<file path="config.mk">
export PLATFORM = sky130hd
export DESIGN_NAME = button_gesture_classifier_unit
export DESIGN_NICKNAME = d
export VERILOG_FILES = /design/src/hdl/bgc_pkg.sv /design/src/hdl/bgc_cfg.sv /design/src/hdl/bgc_core.sv /design/src/hdl/button_gesture_classifier_unit.sv
export SDC_FILE = /design/constraint.sdc
export NUM_CORES = 1
export LEC_CHECK = 0
export BUFFER_PORTS_ARGS = -buffer_cell sky130_fd_sc_hd__buf_2
export CORE_MARGIN = 2
export CORE_UTILIZATION = 43
export CTS_CLUSTER_DIAMETER = 120
export DETAILED_ROUTE_END_ITERATION = 10
export SYNTH_ARGS = -nofsm -noshare
export SYNTH_HDL_FRONTEND = slang
export SYNTH_HIERARCHICAL = 1
export SYNTH_SLANG_ARGS = --single-unit
</file>
<file path="constraint.sdc">
create_clock -name clk_i -period 3.8 [get_ports clk_i]
set_input_delay 0.76 -clock clk_i [delete_from_list [all_inputs] [get_ports clk_i]]
set_output_delay 0.76 -clock clk_i [all_outputs]
set_load 0.02 [all_outputs]
</file>
<file path="src/hdl/bgc_pkg.sv">
// Package for the button gesture classifier.
// Holds the mode and gesture codes, the configuration type, reset values and helpers.
// No dependencies.
package bgc_pkg;

  localparam int unsigned CntW  = 16;
  localparam int unsigned CfgIdxW = 2;
  localparam int unsigned GestW = 3;
  localparam int unsigned ClickW = 2;

  localparam logic [CntW-1:0]   CntMax       = '1;
  localparam logic [ClickW-1:0] ClickRunMax  = 2'd3;

  localparam logic [CntW-1:0] ClickMaxLenRst = 16'd25;
  localparam logic [CntW-1:0] MultiWindowRst = 16'd25;
  localparam logic [CntW-1:0] HoldLenRst     = 16'd100;

  typedef enum logic [CfgIdxW-1:0] {
    REG_CLICK_MAX_LEN = 2'd0,
    REG_MULTI_WINDOW  = 2'd1,
    REG_HOLD_LEN      = 2'd2
  } cfg_reg_e;

  typedef enum logic [4:0] {
    MODE_IDLE  = 5'b00001,
    MODE_PRESS = 5'b00010,
    MODE_WAIT2 = 5'b00100,
    MODE_WAIT3 = 5'b01000,
    MODE_HELD  = 5'b10000
  } mode_e;

  typedef enum logic [GestW-1:0] {
    G_NONE    = 3'd0,
    G_CLICK   = 3'd1,
    G_DOUBLE  = 3'd2,
    G_TRIPLE  = 3'd3,
    G_HOLD    = 3'd4,
    G_RELEASE = 3'd5
  } gesture_e;

  typedef struct packed {
    logic [CntW-1:0] click_max_len;
    logic [CntW-1:0] multi_click_window;
    logic [CntW-1:0] hold_len;
  } cfg_t;

  // zero behaves as one
  function automatic logic [CntW-1:0] at_least_one(input logic [CntW-1:0] v);
    return (v == '0) ? {{(CntW-1){1'b0}}, 1'b1} : v;
  endfunction

  function automatic logic [CntW-1:0] sat_inc(input logic [CntW-1:0] v);
    return (v == CntMax) ? CntMax : v + {{(CntW-1){1'b0}}, 1'b1};
  endfunction

endpackage

</file>
<file path="src/hdl/bgc_cfg.sv">
// Configuration registers of the button gesture classifier.
// Depends on bgc_pkg.
module bgc_cfg (
  input  logic                         clk_i,
  input  logic                         rst_ni,
  input  logic                         cfg_we_i,
  input  logic [bgc_pkg::CfgIdxW-1:0]  cfg_idx_i,
  input  logic [bgc_pkg::CntW-1:0]     cfg_wdata_i,
  output bgc_pkg::cfg_t                cfg_o
);

  bgc_pkg::cfg_t cfg_q, cfg_d;

  always_comb begin
    cfg_d = cfg_q;
    if (cfg_we_i) begin
      case (bgc_pkg::cfg_reg_e'(cfg_idx_i))
        bgc_pkg::REG_CLICK_MAX_LEN: cfg_d.click_max_len      = cfg_wdata_i;
        bgc_pkg::REG_MULTI_WINDOW:  cfg_d.multi_click_window = cfg_wdata_i;
        bgc_pkg::REG_HOLD_LEN:      cfg_d.hold_len           = cfg_wdata_i;
        default: ;
      endcase
    end
  end

  always_ff @(posedge clk_i or negedge rst_ni) begin
    if (!rst_ni) begin
      cfg_q.click_max_len      <= bgc_pkg::ClickMaxLenRst;
      cfg_q.multi_click_window <= bgc_pkg::MultiWindowRst;
      cfg_q.hold_len           <= bgc_pkg::HoldLenRst;
    end else begin
      cfg_q <= cfg_d;
    end
  end

  assign cfg_o = cfg_q;

endmodule

</file>
<file path="src/hdl/bgc_core.sv">
// Gesture state machine: mode, press and release counters, click count.
// Computes the gesture of one sample; state advances when step_i is high.
// Depends on bgc_pkg.
module bgc_core (
  input  logic                        clk_i,
  input  logic                        rst_ni,
  input  logic                        step_i,
  input  logic                        pressed_i,
  input  bgc_pkg::cfg_t               cfg_i,
  output logic [bgc_pkg::GestW-1:0]   gesture_o
);

  localparam logic [bgc_pkg::CntW-1:0]   One   = {{(bgc_pkg::CntW-1){1'b0}}, 1'b1};
  localparam logic [bgc_pkg::ClickW-1:0] OneCk = {{(bgc_pkg::ClickW-1){1'b0}}, 1'b1};

  bgc_pkg::mode_e                mode_q, mode_d;
  logic [bgc_pkg::CntW-1:0]      press_len_q, press_len_d;
  logic [bgc_pkg::CntW-1:0]      release_wait_q, release_wait_d;
  logic [bgc_pkg::ClickW-1:0]    clicks_q, clicks_d;
  bgc_pkg::gesture_e             gest;

  logic [bgc_pkg::CntW-1:0]      press_inc, wait_inc;
  logic [bgc_pkg::CntW-1:0]      click_lim, win_lim, hold_lim;
  logic [bgc_pkg::ClickW-1:0]    clicks_inc;

  assign press_inc  = bgc_pkg::sat_inc(press_len_q);
  assign wait_inc   = bgc_pkg::sat_inc(release_wait_q);
  assign click_lim  = bgc_pkg::at_least_one(cfg_i.click_max_len);
  assign win_lim    = bgc_pkg::at_least_one(cfg_i.multi_click_window);
  assign hold_lim   = bgc_pkg::at_least_one(cfg_i.hold_len);
  assign clicks_inc = clicks_q + OneCk;

  always_comb begin
    mode_d         = mode_q;
    press_len_d    = press_len_q;
    release_wait_d = release_wait_q;
    clicks_d       = clicks_q;
    gest           = bgc_pkg::G_NONE;
    case (mode_q)
      bgc_pkg::MODE_IDLE: begin
        if (pressed_i) begin
          mode_d         = bgc_pkg::MODE_PRESS;
          press_len_d    = One;
          release_wait_d = '0;
          clicks_d       = '0;
        end
      end
      bgc_pkg::MODE_PRESS: begin
        if (pressed_i) begin
          press_len_d = press_inc;
          if (press_inc >= hold_lim) begin
            mode_d   = bgc_pkg::MODE_HELD;
            clicks_d = '0;
            gest     = bgc_pkg::G_HOLD;
          end
        end else if (press_len_q <= click_lim) begin
          clicks_d       = clicks_inc;
          release_wait_d = '0;
          if (clicks_inc >= bgc_pkg::ClickRunMax) begin
            mode_d      = bgc_pkg::MODE_IDLE;
            press_len_d = '0;
            clicks_d    = '0;
            gest        = bgc_pkg::G_TRIPLE;
          end else if (clicks_inc == OneCk) begin
            mode_d = bgc_pkg::MODE_WAIT2;
          end else begin
            mode_d = bgc_pkg::MODE_WAIT3;
          end
        end else begin
          // long press released before hold: run dropped
          mode_d         = bgc_pkg::MODE_IDLE;
          press_len_d    = '0;
          release_wait_d = '0;
          clicks_d       = '0;
        end
      end
      bgc_pkg::MODE_WAIT2, bgc_pkg::MODE_WAIT3: begin
        if (pressed_i) begin
          mode_d      = bgc_pkg::MODE_PRESS;
          press_len_d = One;
        end else begin
          release_wait_d = wait_inc;
          if (wait_inc >= win_lim) begin
            mode_d         = bgc_pkg::MODE_IDLE;
            press_len_d    = '0;
            release_wait_d = '0;
            clicks_d       = '0;
            gest           = (mode_q == bgc_pkg::MODE_WAIT2) ? bgc_pkg::G_CLICK
                                                             : bgc_pkg::G_DOUBLE;
          end
        end
      end
      bgc_pkg::MODE_HELD: begin
        if (!pressed_i) begin
          mode_d         = bgc_pkg::MODE_IDLE;
          press_len_d    = '0;
          release_wait_d = '0;
          clicks_d       = '0;
          gest           = bgc_pkg::G_RELEASE;
        end
      end
      default: begin
        mode_d         = bgc_pkg::MODE_IDLE;
        press_len_d    = '0;
        release_wait_d = '0;
        clicks_d       = '0;
      end
    endcase
  end

  always_ff @(posedge clk_i or negedge rst_ni) begin
    if (!rst_ni) begin
      mode_q         <= bgc_pkg::MODE_IDLE;
      press_len_q    <= '0;
      release_wait_q <= '0;
      clicks_q       <= '0;
    end else if (step_i) begin
      mode_q         <= mode_d;
      press_len_q    <= press_len_d;
      release_wait_q <= release_wait_d;
      clicks_q       <= clicks_d;
    end
  end

  assign gesture_o = gest;

endmodule

</file>
<file path="src/hdl/button_gesture_classifier_unit.sv">
// Button gesture classifier: one button sample in, one gesture code out.
// Depends on bgc_pkg, bgc_cfg and bgc_core.
//
// Usage:
//   Input channel in_valid_i / in_ready_o carries pressed_i, one sample per item.
//   Output channel out_valid_o / out_ready_i carries gesture_o, one code per item:
//   0 none, 1 click, 2 double, 3 triple, 4 hold, 5 release after hold.
//   Configuration: cfg_we_i writes cfg_wdata_i to register cfg_idx_i
//   (0 click max length, 1 multi-click window, 2 hold length); index 3 is ignored.
//   Write registers only while no item is in flight.
// Timing:
//   An accepted sample is held in an input register; once the result register is
//   empty or being taken, the gesture logic updates the state and loads the result
//   register. Throughput is one item per cycle while the receiver does not stall;
//   the combinational compare-and-increment state update sets that rate.
//   If the receiver stalls, the result register holds its item and the input
//   register takes one more sample; after that in_ready_o drops.
// Reset: rst_ni clears both stages, returns to idle with zeroed counters and
//   restores the registers to 25, 25 and 100.
module button_gesture_classifier_unit (
  input  logic                        clk_i,
  input  logic                        rst_ni,
  input  logic                        in_valid_i,
  output logic                        in_ready_o,
  input  logic                        pressed_i,
  output logic                        out_valid_o,
  input  logic                        out_ready_i,
  output logic [bgc_pkg::GestW-1:0]   gesture_o,
  input  logic                        cfg_we_i,
  input  logic [bgc_pkg::CfgIdxW-1:0] cfg_idx_i,
  input  logic [bgc_pkg::CntW-1:0]    cfg_wdata_i
);

  bgc_pkg::cfg_t              cfg;
  logic                       in_valid_q, in_valid_d;
  logic                       pressed_q;
  logic                       out_valid_q, out_valid_d;
  logic [bgc_pkg::GestW-1:0]  gesture_q, gesture_d;
  logic                       step;

  bgc_cfg u_cfg (
    .clk_i       (clk_i),
    .rst_ni      (rst_ni),
    .cfg_we_i    (cfg_we_i),
    .cfg_idx_i   (cfg_idx_i),
    .cfg_wdata_i (cfg_wdata_i),
    .cfg_o       (cfg)
  );

  bgc_core u_core (
    .clk_i     (clk_i),
    .rst_ni    (rst_ni),
    .step_i    (step),
    .pressed_i (pressed_q),
    .cfg_i     (cfg),
    .gesture_o (gesture_d)
  );

  assign step        = in_valid_q && (!out_valid_q || out_ready_i);
  assign in_ready_o  = !in_valid_q || step;
  assign in_valid_d  = (in_valid_i && in_ready_o) || (in_valid_q && !step);
  assign out_valid_d = step || (out_valid_q && !out_ready_i);

  always_ff @(posedge clk_i or negedge rst_ni) begin
    if (!rst_ni) begin
      in_valid_q  <= 1'b0;
      out_valid_q <= 1'b0;
    end else begin
      in_valid_q  <= in_valid_d;
      out_valid_q <= out_valid_d;
    end
  end

  always_ff @(posedge clk_i) begin
    if (in_valid_i && in_ready_o) begin
      pressed_q <= pressed_i;
    end
    if (step) begin
      gesture_q <= gesture_d;
    end
  end

  assign out_valid_o = out_valid_q;
  assign gesture_o   = gesture_q;

`ifndef SYNTHESIS
  a_out_from_stage: assert property (@(posedge clk_i) disable iff (!rst_ni)
    $rose(out_valid_q) |-> $past(in_valid_q))
    else $error("result appeared without a staged item");

  a_stage_holds: assert property (@(posedge clk_i) disable iff (!rst_ni)
    (in_valid_q && out_valid_q && !out_ready_i) |=> (in_valid_q && $stable(pressed_q)))
    else $error("staged sample lost during output stall");

  a_drain: assert property (@(posedge clk_i) disable iff (!rst_ni)
    (out_valid_q && out_ready_i && !in_valid_q) |=> !out_valid_q)
    else $error("result repeated after being taken");
`endif

endmodule

</file>
==> impl_metrics.json <==
{
  "slew_headroom": 0.400,
  "worstRegToRegCells": 14,
  "syn_to_final_growth_pct": 12.3,
  "fin_skew_ns": 0.0136,
  "ios": 29,
  "core_um2": 14000,
  "place_ws_ns": 0.0395,
  "hp-class": "in -> async",
  "ff_latch_area_um2": 2360,
  "end_kind": "register",
  "worst_path_most_repeated_cell": "and4_1",
  "gp_congestion": 0.883,
  "grt_pass1_wl_mm": 25.6,
  "cp_slowest_cell": "dfrtp_1",
  "drive_gt1_frac": 0.239,
  "cts_sinks": 93,
  "async_flop_share": 0.957,
  "start_kind": "register",
  "powerDensity_nw_per_um2": 430,
  "wl_per_cell_um": 17.6,
  "initialDrtViolationCount": 414,
  "viasPerCell": 5.75,
  "p_leak_nw": 3.28,
  "grt_use_total": 0.204,
  "outcome": "completed",
  "rsz0062_at_grt": "no",
  "ff2ff_setup_slack_ns": 0.17,
  "critPathMaxStageDelay_ns": 0.42,
  "yosys_register_bits": 93,
  "finalNonFillerCells": 874,
  "synth_edf_count": 4,
  "grt_antenna_before_repair": 0,
  "crit_fanout": 6,
  "cp_top_family": "simple AND/OR/NAND/NOR gates",
  "worst_r2r_startpoint": "u_core/release_wait_q[1]",
  "arrival_ns": 3.87,
  "clockBufferDepth": 2,
  "syn_inst": 649,
  "nNetsFinal": 763,
  "port_buffers": 28,
  "mostFrequentLayoutCells": "76 x dfrtp_1, 58 x nand2_1, 57 x inv_1",
  "rows": 43,
  "drc": 0,
  "final_hold_viol_count": 0,
  "synth_area_per_cell_um2": 9.60,
  "fin_ws_ns": 0.170,
  "die_h_um": 124,
  "nFillCells": 1314,
  "fin_tns_setup_ns": 0,
  "htree_levels": 3,
  "dp_cells": 857,
  "synth_nets": 723,
  "yosysWarnings": 6,
  "ys_seq_area_frac": 0.379,
  "first_global_vias": 5012,
  "grt_max_degree": 33,
  "max_freq_mhz": 275,
  "multi_input_area_um2": 3560,
  "route.antenna.remaining_nets": 0,
  "required_ns": 4.04,
  "vias": 5029,
  "cp_cell_sequence": "and4_1, nor3b_2, and4_1, and3_1, xnor2_1, nand2_1, ha_1, a41o_1, a211oi_1, o31a_1, a21o_1, a21boi_1, and2_1, mux2_4",
  "gr-total-overflow": 0,
  "clock_tree.root_cell": "clkbuf_16",
  "vdd_drop_max_v": 0.000352,
  "fp.dieW_um": 124,
  "worst_slew_pin_slew_ns": 0.899,
  "synth_flop_cell": "dfrtp_1",
  "clk_pin_slew_ns": 0.07,
  "numCtsBuffers": 9,
  "slew_viol_final": 0,
  "clk_latency_ns": 0.36,
  "fin_crit_ns": 3.63,
  "drt-total-wl_mm": 15.4,
  "ctsHoldBuffers": 0,
  "path_class": "reg -> reg",
  "die-area_um2": 15500,
  "drt-pass1-iter-count": 5,
  "dpl_cell_area_um2": 6650,
  "place_hpwl_mm": 11.6,
  "netlist_area_um2": 6230,
  "fin_crit_sh": 0.955,
  "ys_types": 74,
  "n_antenna_cell": 0,
  "final_cell_area_um2": 6990,
  "final_common_cell": "dfrtp_1",
  "critPathBufInv": 0,
  "cts_tree": "yes",
  "start_util": 0.445,
  "rr_endpoint": "u_core/press_len_q[0]",
  "drv_cap": 0,
  "setup_violations": 0
}
==> flip-flops by register name, indices dropped and copies added, names as in the netlist <==
signal / cells
u_cfg/cfg_o: 48
u_core/press_len_q: 16
u_core/release_wait_q: 16
u_core/mode_q: 5
gesture_o: 3
u_core/clicks_q: 2
in_valid_q: 1
out_valid_o: 1
pressed_q: 1
==> logic make-up (layout without fill, tap and decap cells) <==
family                   after synthesis  in the layout  share of synthesized area
XOR/XNOR                              22             22                     0.0309
adder cells (fa/ha/maj)               50             50                      0.100
flip-flops                            93             93                      0.379
AO/OA/AOI/OAI                        143            143                      0.154
multiplexers                          56             56                      0.101
AND/OR/NAND/NOR                      202            202                      0.178
buffers and inverters                 83            128                     0.0571
==> worst reg2reg max path: cells and delay by family (launching register included) <==
| kind | cells | cell delay [ns] |
|---|---|---|
| AND/OR/NAND/NOR | 6 | 1.32 |
| AO/OA/AOI/OAI | 5 | 1.00 |
| flip-flops | 1 | 0.42 |
| adder cells (fa/ha/maj) | 1 | 0.35 |
| multiplexers | 1 | 0.30 |
| XOR/XNOR | 1 | 0.14 |
==> cell type report <==
class / instances / share of cell area
multi-input cells: 473 / 0.509
flip-flops and latches: 93 / 0.338
repair buffers: 55 / 0.0499
clock buffers: 10 / 0.0328
well taps: 180 / 0.0322
inverters: 57 / 0.0306
clock inverters: 6 / 0.00698
==> power breakdown <==
group | switching, mW | total (mW) | internal (mW)
clock network | 0.422 | 0.877 | 0.455
registers | 0.160 | 1.31 | 1.15
logic | 0.455 | 0.822 | 0.367
total | 1.04 | 3.01 | 1.97
==> per-layer routing <==
| layer | up-vias | GRT usage | wire length [µm] |
|---|---|---|---|
| li1 | 2426 | - | - |
| met1 | 2501 | 0.271 | 7240 |
| met2 | 90 | 0.339 | 7410 |
| met3 | 12 | 0.0473 | 584 |
| met4 | 0 | 0.0463 | 136 |
| met5 | - | 0 | 0 |
==> synth_stat cells (9+ instances only) <==
master | count | share of area
a31oi_1 | 15 | 0.015
dfrtp_1 | 79 | 0.32
nand4_1 | 9 | 0.0090
ha_1 | 50 | 0.10
xnor2_1 | 17 | 0.024
and3_1 | 9 | 0.0090
mux2_2 | 51 | 0.092
inv_1 | 57 | 0.034
a21oi_1 | 48 | 0.039
o21ai_0 | 23 | 0.018
nor2_1 | 29 | 0.017
nor3_1 | 12 | 0.0096
nand2b_1 | 10 | 0.010
nand3_1 | 23 | 0.018
clkbuf_1 | 11 | 0.0066
nand2_1 | 60 | 0.036
dfstp_2 | 10 | 0.042
nor4_1 | 11 | 0.011
==> stage by stage <==
step,hold slack [ns],util,power (mW)
final,0.335,0.500,3.01
after global routing,0.351,0.500,3.20
after CTS,0.337,0.496,3.03
after detailed placement,0.493,0.476,2.14
after global placement,0.483,0.476,2.11
after floorplan,0.460,-,1.89
==> how the worst max path moves through the flow <==
stage | start | endpoint | slack, ns | depth (start not counted)
finish | u_core/release_wait_q[1] | u_core/press_len_q[0] | 0.17 | 14
global route | u_core/release_wait_q[1] | u_core/press_len_q[8] | 0.008 | 16
floorplan | u_core/release_wait_q[0] | u_core/mode_q[0] | 0.08 | 15
CTS | u_core/release_wait_q[0] | u_core/release_wait_q[7] | 0.003 | 14
detailed placement | u_core/release_wait_q[0] | u_core/clicks_q[0] | 0.04 | 13
global placement | u_core/press_len_q[1] | u_core/clicks_q[1] | 0.16 | 16
==> repair_timing <==
item                                   CTS  global route
setup endpoints to repair                2            40
endpoints found under the hold margin    0             0
pin swaps                                0             1
setup buffers                            0             1
resized for setup                        1            16
No activity file was read; power rests on OpenSTA's default activity.
